## src/rtl/vap_pkg.sv

```systemverilog
package vap_pkg;

  localparam int VOICES = 8;
  localparam int VW     = 3;
  localparam int KEY_W  = 7;
  localparam int CNT_W  = 4;

  localparam int REG_LIMIT = 0;
  localparam int REG_MONO  = 1;

  typedef enum logic [2:0] {
    MODE_FIND    = 3'd0,
    MODE_FINDALL = 3'd1,
    MODE_ALLOC   = 3'd2,
    MODE_MOVE    = 3'd3,
    MODE_REL     = 3'd4,
    MODE_SETF    = 3'd5
  } mode_e;

  typedef enum logic [2:0] {
    KIND_NONE,
    KIND_PEND,
    KIND_FRONT,
    KIND_STEAL,
    KIND_REL,
    KIND_SEL
  } kind_e;

  typedef enum logic [1:0] {
    RD_SCAN,
    RD_SHIFT,
    RD_LAST
  } rd_e;

  typedef struct packed {
    logic  load_item;
    logic  step;
    logic  cnt_inc;
    logic  alloc_set;
    logic  shift_free;
    logic  shift_steal;
    logic  shift_move;
    logic  shift_step;
    logic  rel_step;
    logic  rel_done;
    logic  set_foreign;
    logic  pend_set;
    logic  out_load;
    kind_e out_kind;
    logic  out_last;
    rd_e   rd_sel;
  } cmd_t;

  typedef struct packed {
    logic              scan_end;
    logic              hit_find;
    logic              hit_all;
    logic              sel_match;
    logic              vend;
    logic              alloc_i;
    logic              cnt_ok;
    logic              count_zero;
    logic              p_zero;
    logic              pend_valid;
    logic              out_busy;
    logic [CNT_W-1:0]  count;
    logic [VOICES-1:0] alloc_vec;
  } stat_t;

endpackage

```

## src/rtl/vap_ctrl.sv

```systemverilog
module vap_ctrl (
  input  logic          clk,
  input  logic          rst,
  input  logic          in_valid,
  input  logic [2:0]    mode,
  input  vap_pkg::stat_t stat,
  output logic          in_ready,
  output vap_pkg::cmd_t cmd
);
  import vap_pkg::*;

  typedef enum logic [4:0] {
    S_IDLE  = 5'b00001,
    S_SCAN  = 5'b00010,
    S_ALLOC = 5'b00100,
    S_SHIFT = 5'b01000,
    S_DONE  = 5'b10000
  } state_t;

  state_t state, state_next;
  kind_e  kind, kind_next;
  logic [2:0] mode_q;

  always_ff @(posedge clk) begin
    if (rst) begin
      state <= S_IDLE;
      kind  <= KIND_NONE;
    end else begin
      state <= state_next;
      kind  <= kind_next;
    end
    if (cmd.load_item) mode_q <= mode;
  end

  always_comb begin
    cmd        = '0;
    cmd.rd_sel = RD_SCAN;
    cmd.out_kind = KIND_NONE;
    state_next = state;
    kind_next  = kind;
    in_ready   = 1'b0;
    unique case (state)
      S_IDLE: begin
        in_ready = 1'b1;
        if (in_valid) begin
          cmd.load_item = 1'b1;
          case (mode_e'(mode))
            MODE_FIND, MODE_FINDALL, MODE_MOVE, MODE_REL: state_next = S_SCAN;
            MODE_ALLOC: state_next = S_ALLOC;
            MODE_SETF: begin
              // voice_sel always addresses a voice
              cmd.set_foreign = 1'b1;
              kind_next  = KIND_SEL;
              state_next = S_DONE;
            end
            default: begin
              kind_next  = KIND_NONE;
              state_next = S_DONE;
            end
          endcase
        end
      end
      S_SCAN: begin
        case (mode_e'(mode_q))
          MODE_FIND: begin
            if (stat.scan_end) begin
              kind_next  = KIND_NONE;
              state_next = S_DONE;
            end else if (stat.hit_find) begin
              cmd.pend_set = 1'b1;
              kind_next  = KIND_PEND;
              state_next = S_DONE;
            end else begin
              cmd.step = 1'b1;
            end
          end
          MODE_FINDALL: begin
            if (stat.scan_end) begin
              kind_next  = stat.pend_valid ? KIND_PEND : KIND_NONE;
              state_next = S_DONE;
            end else if (stat.hit_all) begin
              // hold the previous hit until the next one shows it is not last
              if (!stat.pend_valid) begin
                cmd.pend_set = 1'b1;
                cmd.step     = 1'b1;
              end else if (!stat.out_busy) begin
                cmd.out_load = 1'b1;
                cmd.out_kind = KIND_PEND;
                cmd.pend_set = 1'b1;
                cmd.step     = 1'b1;
              end
            end else begin
              cmd.step = 1'b1;
            end
          end
          MODE_MOVE: begin
            if (stat.scan_end) begin
              kind_next  = KIND_NONE;
              state_next = S_DONE;
            end else if (stat.sel_match) begin
              cmd.shift_move = 1'b1;
              kind_next  = KIND_FRONT;
              state_next = S_SHIFT;
            end else begin
              cmd.step = 1'b1;
            end
          end
          default: begin
            if (stat.scan_end) begin
              cmd.rel_done = 1'b1;
              kind_next  = KIND_REL;
              state_next = S_DONE;
            end else begin
              cmd.rel_step = 1'b1;
              cmd.step     = 1'b1;
            end
          end
        endcase
      end
      S_ALLOC: begin
        cmd.rd_sel = RD_LAST;
        if (!stat.vend && stat.cnt_ok) begin
          if (stat.alloc_i) begin
            cmd.cnt_inc = 1'b1;
            cmd.step    = 1'b1;
          end else begin
            cmd.alloc_set  = 1'b1;
            cmd.shift_free = 1'b1;
            kind_next  = KIND_FRONT;
            state_next = S_SHIFT;
          end
        end else if (stat.count_zero) begin
          kind_next  = KIND_NONE;
          state_next = S_DONE;
        end else begin
          cmd.shift_steal = 1'b1;
          kind_next  = KIND_STEAL;
          state_next = S_SHIFT;
        end
      end
      S_SHIFT: begin
        cmd.rd_sel     = RD_SHIFT;
        cmd.shift_step = 1'b1;
        if (stat.p_zero) state_next = S_DONE;
      end
      S_DONE: begin
        if (!stat.out_busy) begin
          cmd.out_load = 1'b1;
          cmd.out_kind = kind;
          cmd.out_last = 1'b1;
          state_next   = S_IDLE;
        end
      end
      default: state_next = S_IDLE;
    endcase
  end

endmodule

```

## src/rtl/vap_datapath.sv

```systemverilog
module vap_datapath (
  input  logic                          clk,
  input  logic                          rst,
  input  vap_pkg::cmd_t                 cmd,
  output vap_pkg::stat_t                stat,
  input  logic [vap_pkg::KEY_W-1:0]     note_key,
  input  logic [vap_pkg::VW-1:0]        voice_sel,
  input  logic                          foreign_flag,
  input  logic [vap_pkg::VOICES-1:0]    finished_mask,
  input  logic [vap_pkg::CNT_W-1:0]     limit,
  input  logic                          out_ready,
  output logic                          out_valid,
  output logic [vap_pkg::VW-1:0]        voice_num,
  output logic                          found,
  output logic                          stolen,
  output logic [vap_pkg::VOICES-1:0]    released_mask,
  output logic                          last
);
  import vap_pkg::*;

  logic [VW-1:0]     order_list [VOICES];
  logic [CNT_W-1:0]  order_count;
  logic [VOICES-1:0] alloc_marks;
  logic [VOICES-1:0] foreign_marks;
  logic [KEY_W-1:0]  voice_keys [VOICES];

  logic [KEY_W-1:0]  key_q;
  logic [VW-1:0]     sel_q;
  logic [VOICES-1:0] mask_q;
  logic [CNT_W-1:0]  idx;
  logic [CNT_W-1:0]  cnt;
  logic [CNT_W-1:0]  keep;
  logic [VW-1:0]     ptr;
  logic [VW-1:0]     front_v;
  logic [VW-1:0]     pend_v;
  logic              pend_valid;
  logic [VOICES-1:0] rel;

  logic [VW-1:0] rd_addr;
  logic [VW-1:0] rd_v;

  always_comb begin
    unique case (cmd.rd_sel)
      RD_SHIFT: rd_addr = ptr - VW'(1);
      RD_LAST:  rd_addr = order_count[VW-1:0] - VW'(1);
      default:  rd_addr = idx[VW-1:0];
    endcase
  end

  assign rd_v = order_list[rd_addr];

  always_comb begin
    stat            = '0;
    stat.scan_end   = (idx == order_count);
    stat.hit_all    = (voice_keys[rd_v] == key_q) && alloc_marks[rd_v];
    stat.hit_find   = stat.hit_all && !foreign_marks[rd_v];
    stat.sel_match  = (rd_v == sel_q);
    stat.vend       = (idx == CNT_W'(VOICES));
    stat.alloc_i    = alloc_marks[idx[VW-1:0]];
    stat.cnt_ok     = (cnt < limit);
    stat.count_zero = (order_count == '0);
    stat.p_zero     = (ptr == '0);
    stat.pend_valid = pend_valid;
    stat.out_busy   = out_valid && !out_ready;
    stat.count      = order_count;
    stat.alloc_vec  = alloc_marks;
  end

  // order list holds no reset value; only the first order_count entries are read
  always_ff @(posedge clk) begin
    if (cmd.shift_step) begin
      if (ptr != '0) order_list[ptr] <= rd_v;
      else order_list[0] <= front_v;
    end
    if (cmd.rel_step && !mask_q[rd_v]) order_list[keep[VW-1:0]] <= rd_v;
  end

  always_ff @(posedge clk) begin
    if (rst) begin
      order_count   <= '0;
      alloc_marks   <= '0;
      foreign_marks <= '0;
      for (int v = 0; v < VOICES; v++) voice_keys[v] <= '0;
      pend_valid    <= 1'b0;
      out_valid     <= 1'b0;
    end else begin
      if (cmd.load_item) pend_valid <= 1'b0;
      if (cmd.pend_set) pend_valid <= 1'b1;
      if (cmd.set_foreign) foreign_marks[voice_sel] <= foreign_flag;
      if (cmd.alloc_set) begin
        alloc_marks[idx[VW-1:0]] <= 1'b1;
        voice_keys[idx[VW-1:0]]  <= key_q;
      end
      if (cmd.shift_free) order_count <= order_count + CNT_W'(1);
      if (cmd.shift_steal) voice_keys[rd_v] <= key_q;
      if (cmd.rel_step && mask_q[rd_v]) alloc_marks[rd_v] <= 1'b0;
      if (cmd.rel_done) order_count <= keep;
      if (cmd.out_load) out_valid <= 1'b1;
      else if (out_ready) out_valid <= 1'b0;
    end
  end

  always_ff @(posedge clk) begin
    if (cmd.load_item) begin
      key_q  <= note_key;
      sel_q  <= voice_sel;
      mask_q <= finished_mask;
      idx    <= '0;
      cnt    <= '0;
      keep   <= '0;
      rel    <= '0;
    end else begin
      if (cmd.step) idx <= idx + CNT_W'(1);
      if (cmd.cnt_inc) cnt <= cnt + CNT_W'(1);
      if (cmd.rel_step) begin
        if (mask_q[rd_v]) rel[rd_v] <= 1'b1;
        else keep <= keep + CNT_W'(1);
      end
    end
    if (cmd.pend_set) pend_v <= rd_v;
    if (cmd.shift_free) begin
      ptr     <= order_count[VW-1:0];
      front_v <= idx[VW-1:0];
    end
    if (cmd.shift_steal) begin
      ptr     <= order_count[VW-1:0] - VW'(1);
      front_v <= rd_v;
    end
    if (cmd.shift_move) begin
      ptr     <= idx[VW-1:0];
      front_v <= sel_q;
    end
    if (cmd.shift_step && ptr != '0) ptr <= ptr - VW'(1);
  end

  always_ff @(posedge clk) begin
    if (cmd.out_load) begin
      last <= cmd.out_last;
      unique case (cmd.out_kind)
        KIND_PEND: begin
          voice_num     <= pend_v;
          found         <= 1'b1;
          stolen        <= 1'b0;
          released_mask <= '0;
        end
        KIND_FRONT: begin
          voice_num     <= front_v;
          found         <= 1'b1;
          stolen        <= 1'b0;
          released_mask <= '0;
        end
        KIND_STEAL: begin
          voice_num     <= front_v;
          found         <= 1'b1;
          stolen        <= 1'b1;
          released_mask <= '0;
        end
        KIND_REL: begin
          voice_num     <= '0;
          found         <= 1'b0;
          stolen        <= 1'b0;
          released_mask <= rel;
        end
        KIND_SEL: begin
          voice_num     <= sel_q;
          found         <= 1'b1;
          stolen        <= 1'b0;
          released_mask <= '0;
        end
        default: begin
          voice_num     <= '0;
          found         <= 1'b0;
          stolen        <= 1'b0;
          released_mask <= '0;
        end
      endcase
    end
  end

endmodule

```

## src/rtl/voice_allocator_lru_steal_top.sv

```systemverilog
// Voice allocator for an eight-voice synthesizer with least-recent stealing. One input
// transfer carries one mode; every mode gives one result transfer except find all, which
// gives one per matching voice in most-recent-first order with last on the final one.
// Set foreign and the unused modes go straight to their result, a scan of the order list
// takes one entry a cycle, allocate walks the voices by number one a cycle, and a move to
// the front then shifts the list one entry a cycle; find all also waits on the output register
// between results, and each final result waits for it too. Input is taken only
// while the controller is idle, which includes while the last result still waits in the
// output register. Registers: voice_limit at address 0, mono_mode at address 4; write
// them only while idle.
module voice_allocator_lru_steal_top (
  input  logic                       clk,
  input  logic                       rst,
  input  logic                       psel,
  input  logic                       penable,
  input  logic                       pwrite,
  input  logic [2:0]                 paddr,
  input  logic [31:0]                pwdata,
  output logic [31:0]                prdata,
  output logic                       pready,
  input  logic                       in_valid,
  output logic                       in_ready,
  input  logic [2:0]                 mode,
  input  logic [vap_pkg::KEY_W-1:0]  note_key,
  input  logic [vap_pkg::VW-1:0]     voice_sel,
  input  logic                       foreign_flag,
  input  logic [vap_pkg::VOICES-1:0] finished_mask,
  output logic                       out_valid,
  input  logic                       out_ready,
  output logic [vap_pkg::VW-1:0]     voice_num,
  output logic                       found,
  output logic                       stolen,
  output logic [vap_pkg::VOICES-1:0] released_mask,
  output logic                       last
);
  import vap_pkg::*;

  logic [CNT_W-1:0] voice_limit;
  logic             mono_mode;
  logic [CNT_W-1:0] limit;
  logic             wr_en;
  cmd_t             cmd;
  stat_t            stat;

  assign pready = 1'b1;
  assign wr_en  = psel && penable && pwrite;

  always_ff @(posedge clk) begin
    if (rst) begin
      voice_limit <= CNT_W'(VOICES);
      mono_mode   <= 1'b0;
    end else if (wr_en) begin
      if (paddr[2] == 1'(REG_LIMIT)) voice_limit <= pwdata[CNT_W-1:0];
      if (paddr[2] == 1'(REG_MONO)) mono_mode <= pwdata[0];
    end
  end

  assign prdata = (paddr[2] == 1'(REG_MONO)) ? {31'b0, mono_mode}
                                             : {{(32-CNT_W){1'b0}}, voice_limit};

  assign limit = mono_mode ? CNT_W'(1) : voice_limit;

  vap_ctrl u_ctrl (
    .clk      (clk),
    .rst      (rst),
    .in_valid (in_valid),
    .mode     (mode),
    .stat     (stat),
    .in_ready (in_ready),
    .cmd      (cmd)
  );

  vap_datapath u_dp (
    .clk           (clk),
    .rst           (rst),
    .cmd           (cmd),
    .stat          (stat),
    .note_key      (note_key),
    .voice_sel     (voice_sel),
    .foreign_flag  (foreign_flag),
    .finished_mask (finished_mask),
    .limit         (limit),
    .out_ready     (out_ready),
    .out_valid     (out_valid),
    .voice_num     (voice_num),
    .found         (found),
    .stolen        (stolen),
    .released_mask (released_mask),
    .last          (last)
  );

  a_count_range: assert property (@(posedge clk) disable iff (rst)
    stat.count <= CNT_W'(VOICES))
    else $error("order count above voice count");

  a_count_marks: assert property (@(posedge clk) disable iff (rst)
    in_ready |-> ($countones(stat.alloc_vec) == 32'(stat.count)))
    else $error("order list out of step with allocated marks");

  a_no_overwrite: assert property (@(posedge clk) disable iff (rst)
    cmd.out_load |-> !stat.out_busy)
    else $error("result loaded over a pending transfer");

  a_one_item: assert property (@(posedge clk) disable iff (rst)
    (in_valid && in_ready) |=> !in_ready)
    else $error("second item taken while busy");

endmodule

```

## config.mk

```make
export PLATFORM = sky130hd
export DESIGN_NAME = voice_allocator_lru_steal_top
export DESIGN_NICKNAME = d
export VERILOG_FILES = /design/src/rtl/vap_pkg.sv /design/src/rtl/vap_ctrl.sv /design/src/rtl/vap_datapath.sv /design/src/rtl/voice_allocator_lru_steal_top.sv
export SDC_FILE = /design/constraint.sdc
export NUM_CORES = 1
export LEC_CHECK = 0
export BUFFER_PORTS_ARGS = -buffer_cell sky130_fd_sc_hd__buf_2
export CAP_MARGIN = 20
export CORE_UTILIZATION = 59
export DETAILED_ROUTE_END_ITERATION = 12
export HOLD_SLACK_MARGIN = 0.15
export PLACE_DENSITY = 0.81
export SLEW_MARGIN = 20
export SYNTH_ARGS = -nofsm -noshare
export SYNTH_HDL_FRONTEND = slang
export SYNTH_SLANG_ARGS = --single-unit
export TNS_END_PERCENT = 50
```

## constraint.sdc

```tcl
create_clock -name clk -period 6.56 [get_ports clk]
set_input_delay 0.328 -clock clk [delete_from_list [all_inputs] [get_ports clk]]
set_output_delay 0.328 -clock clk [all_outputs]
set_load 0.01 [all_outputs]
```

# Word level (Yosys, flattened, before mapping)
# Memories as Yosys holds them, arrays and structs flattened.
# Index checks and enable logic that the tools add are counted.
dict set report totals {
  mem_bits_rw 80
  reg_bits 99
  output_inout_bits 49
  n_memories 2
  in_bits 64
  elab_cells 257
}
dict set report op_classes {
  muxes 137
  eq_ne 32
  addsub 6
  order_cmp 7
  n_reduce_logical 42
  n_bitwise 6
}
# memory words word_bits read_ports rd_ports_with_merged_regs write_ports line
set memory_table {}
lappend memory_table {u_dp.voice_keys 8 7 1 0 8 vap_datapath.sv:25} ;# logic [KEY_W-1:0] voice_keys [VOICES];
lappend memory_table {u_dp.order_list 8 3 1 0 1 vap_datapath.sv:21} ;# logic [VW-1:0] order_list [VOICES];
# cell n
set op_table {}
lappend op_table {{$mux W5} 15}
lappend op_table {{$mux W3} 22}
lappend op_table {{$mux W1} 61}
lappend op_table {{$mux W4} 8}
lappend op_table {{$pmux W3 S3} 3}
lappend op_table {{$pmux W5 S5} 1}
lappend op_table {{$mux W8} 3}
lappend op_table {{$pmux W5 S2} 2}
lappend op_table {{$add A4 B1 Y4 const B} 4}
lappend op_table {{$or A8 B8 Y8} 2}
lappend op_table {{$eq A3 B2 Y1 const B} 5}
lappend op_table {{$mux W7} 2}
lappend op_table {{$reduce_or A7 Y1} 2}
lappend op_table {{$bmux W1 S3} 4}
lappend op_table {{$eq A3 B3 Y1 const B} 4}
lappend op_table {{$logic_and A1 B1 Y1} 12}
lappend op_table {{$lt A3 B4 Y1 const B} 3}
lappend op_table {{$ne A4 B4 Y1 const B} 3}
lappend op_table {{$pmux W3 S2} 2}
lappend op_table {{$mux W2} 5}
lappend op_table {{$demux W1 S3} 3}
lappend op_table {{$eq A3 B1 Y1 const B} 3}
lappend op_table {{$ge A3 B1 Y1 const B} 3}
lappend op_table {{$logic_not A3 Y1} 3}
lappend op_table {{other kinds (35)} 55}

# Depth between registers and ports, before layout
# An unclocked memory read counts as a cell.
dict set report depth {
  word_depth 15
  mapped_depth 22
  depth_no_buf 17
}

# Modules after synthesis
# A second synthesis with hierarchy kept.
dict set report hier_totals {
  cells_unflattened 966
  area_unflattened_um2 9974.6
}
# mod cells_per_inst seq_area_each_um2 area_per_inst_um2 instances
set modules_own_cells {}
lappend modules_own_cells {vap_datapath 782 4474.3 8521.9 1}
lappend modules_own_cells {vap_ctrl 123 250.2 935.9 1}
lappend modules_own_cells {voice_allocator_lru_steal_top 61 100.1 516.7 1}

# Worst setup path after synthesis
# No wires, ideal clock.
dict set report synth_timing {
  kind {flip-flop to flip-flop}
  startpoint {register u_ctrl.state[1]}
  endpoint {register u_dp.found, enable pin}
  synth_period_minus_slack_ps 5172
  setup_time_ps 384
  path_slack_ps 1388
  n_path_buf 4
  required_time_ps 6176
  arrival_time_ps 4787
  path_stages_with_launch 21
  path_cell_list {dfxtp_1 -> nor2_1 -> nor4bb_1 -> clkbuf_1 -> inv_1 -> ha_1 -> buf_2 -> nor2_2 -> a31o_1 -> buf_2 -> nand2_1 -> a32oi_1 -> mux2i_4 -> inv_4 -> buf_6 -> mux4_2 -> xor2_1 -> nand3_1 -> nor4_4 -> a21oi_1 -> nor2_1}
}
# item line
set synth_rtl {}
lappend synth_rtl {{start, declared} vap_ctrl.sv:20} ;# state_t state, state_next;
lappend synth_rtl {{start signal, assigned} vap_ctrl.sv:29} ;# state <= state_next;
lappend synth_rtl {{end signal, assigned} vap_datapath.sv:142} ;# found <= 1'b1;
lappend synth_rtl {{end signal, assigned} vap_datapath.sv:148} ;# found <= 1'b1;
lappend synth_rtl {{end signal, assigned} vap_datapath.sv:154} ;# found <= 1'b1;
lappend synth_rtl {{end, declared} vap_datapath.sv:14} ;# output logic found,

==> metrics.csv <==
stage,metric,value,unit
status,status,"finished, final reports clean",
timing,worstMarginPinSlew,0.9146,ns
drt,dr.pass1.iters,5,
timing,rsz0062_at_grt,no,
logic_synthesis,synth.largest_area_cell,edfxtp_1,
drt,viasPerCell,5.925,
logic_synthesis,yosys.area_share.simple,0.1941,
power_and_ir_drop,p_int,1988,uW
power_and_ir_drop,p_comb_frac,0.137,
final_layout,antennaDiodeCount,0,
power_and_ir_drop,clkPwrFrac,0.384,
drt,drc_errors,0,
logic_synthesis,synth_top_family_by_area,simple AND/OR/NAND/NOR gates,
clock_network,numCtsBuffers,17,
timing,setup_viol,0,
logic_synthesis,yosysTopAreaCellShare,0.4086,
clock_network,tritoncts,yes,
drt,ant_nets,0,
clock_network,root_buffer,clkbuf_16,
timing,fin_setup_tns,0,ns
critical_path,cp_max_fo,14,
clock_network,ctsResizeCount,0,
logic_synthesis,ys_seq_area_frac,0.5294,
worst_hold_path,holdCritPathClass,input pin to flip-flop,
final_layout,final_area,10250,um2
placement,place_inst,1063,
logic_synthesis,synth.mux.area_fraction,0.09995,
logic_synthesis,syn_avg_cell_area,10.75,um2
power_and_ir_drop,ir_drop,0.0002166,V
logic_synthesis,syn_inst,848,
power_and_ir_drop,power_density,266.6,nW/um2
timing,hold_violations,0,
clock_network,cts_max_level,4,
clock_network,clk_pin_slew,0.07,ns
power_and_ir_drop,p_leak,0.003942,uW
drt,wl,19690,um
final_layout,area_growth,12.47,%
final_layout,stdcell_count,1118,
worst_hold_path,min_from,voice_sel[0],
floorplanning,core-area,15150,um2
timing,period_share,0.8413,
clock_network,insertion_delay,0.43,ns
placement,gp_congestion,0.8812,
global_routing,antenna_found_initial,0,
drt,routedWlPerCell,17.61,um
job,drv_cap,0,
timing,period_minus_slack,5.519,ns
floorplanning,die_h,126.3,um
logic_synthesis,async_flop_share,0,
critical_path,r2r-end,u_dp.released_mask[3],
floorplanning,io_pins,113,
logic_synthesis,synth.distinct_cells,68,
logic_synthesis,synth_compound_area_frac,0.08402,
floorplanning,row_count,45,
logic_synthesis,synth_fa_ha_area_frac,0.01922,
timing,slew_headroom,0.3866,
power_and_ir_drop,pwr-share-seq,0.479,
placement,dp.final_hpwl,13630,um
timing,fin_hold_ws,0.2115,ns
power_and_ir_drop,switching_share,0.2725,
drt,drt_iter0_markers,548,
power_and_ir_drop,p_switching,744.4,uW
logic_synthesis,synthesis.area,9114,um2
critical_path,reg2reg_slack,1.04,ns
critical_path,critPathKind,flip-flop to flip-flop,
final_layout,nNetsFinal,995,
critical_path,r2r_cells,18,
global_routing,grt_usage,0.2590,
logic_synthesis,yosys_register_bits,179,
placement,placed_area,9410,um2
placement,io_buffers,53,
power_and_ir_drop,total_power,2732,uW
floorplanning,die_area,15950,um2
global_routing,grt_overflow,0,
critical_path,r2r-start,u_ctrl.state[1],
logic_synthesis,synth_edf_count,124,
logic_synthesis,yosys_warnings,0,
clock_network,cts.sinks,179,
clock_network,clk_path_buf_depth,2,
floorplanning,initial_core_util,0.6017,
global_routing,grt_pass1_vias,6306,
critical_path,cp_data_required_time,6.69,ns
final_layout,drive_above_1_share,0.1505,
critical_path,critical_path_arrival,5.65,ns
critical_path,endpoint_kind,flip-flop,
global_routing,grt_max_degree,52,
final_layout,fill_cells,1114,
drt,vias,6624,
final_layout,layout_commonest_cell,edfxtp_1,
floorplanning,fp.dieW,126.3,um
timing,finClkSkew,0.008750,ns
clock_network,cts_setup_buffers,0,
timing,fmax,0.1812,GHz
critical_path,start_kind,flip-flop,
final_layout,final_cell_mix,"124 x edfxtp_1, 103 x nor2_1, 59 x mux2i_1",
logic_synthesis,synth.area.top_cells,"edfxtp_1 41%, dfxtp_1 12%, mux2i_1 6.5%",
global_routing,grt_pass1_wl,31750,um
logic_synthesis,yosys_most_used_dff,edfxtp_1,
worst_hold_path,min_to,u_dp.sel_q[0],
worst_hold_path,hold_path_depth,1,
logic_synthesis,synth_xor_area_frac,0.01922,
timing,slew_violations,0,
## worst max-delay path by stage
stage / start / end / slack [ns] / cells after the start
2_1_floorplan: u_ctrl.state[1] / u_dp.found / 1.39 / 20
3_3_place_gp: u_ctrl.state[1] / u_dp.released_mask[3] / 1.17 / 18
3_5_place_dp: u_ctrl.state[1] / u_dp.released_mask[4] / 1.09 / 20
4_1_cts: u_ctrl.state[1] / u_dp.released_mask[4] / 1.05 / 20
5_1_grt: u_ctrl.state[1] / u_dp.found / 0.69 / 19
6_report: u_ctrl.state[1] / u_dp.released_mask[3] / 1.04 / 18
## synth_stat cells, types with 3 or more instances
cell type / number
o31ai_1: 4
a21oi_1: 30
xor2_1: 9
o21bai_1: 4
or2_2: 11
o21ai_0: 16
nand2_2: 3
buf_2: 7
nor3_1: 40
ha_1: 14
nand4_1: 8
dfxtp_1: 55
nor2_1: 103
nor3b_1: 5
buf_4: 31
buf_6: 3
mux4_2: 5
and2_1: 48
mux2_2: 10
a211oi_1: 8
mux2i_1: 59
edfxtp_1: 124
nand3b_1: 5
inv_1: 17
o22ai_1: 14
a311oi_1: 6
xnor2_1: 11
nand2b_1: 13
or3_1: 9
o21ai_1: 5
o211ai_1: 3
a31oi_1: 8
clkinv_1: 5
nor2b_1: 9
clkbuf_1: 23
nand3_1: 11
nand2_1: 58
and3_1: 6
nor4_1: 10
## flip-flops by register name, indices dropped and copies added, names as in the netlist, 4 cells and up
| signal | count |
|---|---|
| u_dp.order_count | 4 |
| u_dp.keep | 4 |
| u_dp.alloc_marks | 8 |
| u_dp.mask_q | 8 |
| u_dp.idx | 4 |
| u_dp.released_mask | 8 |
| u_dp.foreign_marks | 8 |
| u_dp.key_q | 7 |
| u_dp.order_list | 24 |
| u_dp.voice_keys | 56 |
| u_ctrl.state | 5 |
| voice_limit | 4 |
| u_dp.rel | 8 |
| u_dp.cnt | 4 |
## per-stage QoR
| stage | util | setup WS (ns) |
|---|---|---|
| 6_report | 0.6767 | 1.041 |
| 4_1_cts | 0.6767 | 1.048 |
| 3_5_place_dp | 0.6213 | 1.087 |
| 2_1_floorplan | - | 1.388 |
| 5_1_grt | 0.6767 | 0.6923 |
| 3_3_place_gp | 0.6213 | 1.169 |
## layout make-up
| cell class | instances | area (um2) | share of cell area |
|---|---|---|---|
| Inverter | 25 | 97.59 | 0.009522 |
| Clock inverter | 14 | 170.2 | 0.01660 |
| Clock buffer | 18 | 439.2 | 0.04285 |
| Multi-Input combinational cell | 607 | 3905 | 0.3810 |
| Tap cell | 188 | 235.2 | 0.02295 |
| Sequential cell | 179 | 4825 | 0.4707 |
| Timing Repair Buffer | 87 | 578.1 | 0.05640 |
## routing by layer
metal | wire, um | share of wire | GRT usage | vias to the layer above
met5 | 0 | 0 | 0 | -
li1 | - | - | - | 3149
met1 | 8590 | 0.44 | 0.3322 | 3179
met2 | 9312 | 0.47 | 0.4257 | 260
met3 | 1347 | 0.068 | 0.05735 | 36
met4 | 439 | 0.022 | 0.1077 | 0
## power groups by stage
stage                     Combinational (uW)  Clock, uW  Sequential (uW)
after floorplan                          277          0             1310
after global placement                   351          0             1330
after detailed placement                 357          0             1330
after CTS                                370       1060             1310
after global routing                     405       1100             1310
final                                    374       1050             1310
## what timing repair did
action                                  CTS  global route
hold buffers                             23             0
endpoints found under the setup margin    0             0
hold endpoints to repair                 24             0
## cell families (layout without fill, tap and decap cells)
kind of cell,count (synthesis),in the layout
AOI/OAI and AO/OA,114,114
adders and majority gates,14,14
xor gates and xnor gates,20,20
buffers and inverters,89,144
other,2,29
muxes,80,80
and+or+nand+nor,350,350
DFF,179,179
## critical path, stage by stage, from the launching register on
cell and delay [ns]:
dfxtp_1 0.35, nor2_1 0.17, nor4bb_1 0.28, buf_4 0.21, inv_1 0.10, ha_1 0.45
and3_1 0.22, or3_1 0.47, mux2i_2 0.23, mux2i_4 0.49, buf_4 0.35, mux2i_1 0.26
o22ai_1 0.11, o21ai_1 0.17, nand4_1 0.18, nor4_4 0.63, a21oi_1 0.19, nor2_1 0.12
buf_4 0.22
Power figures use the tool's default switching activity.
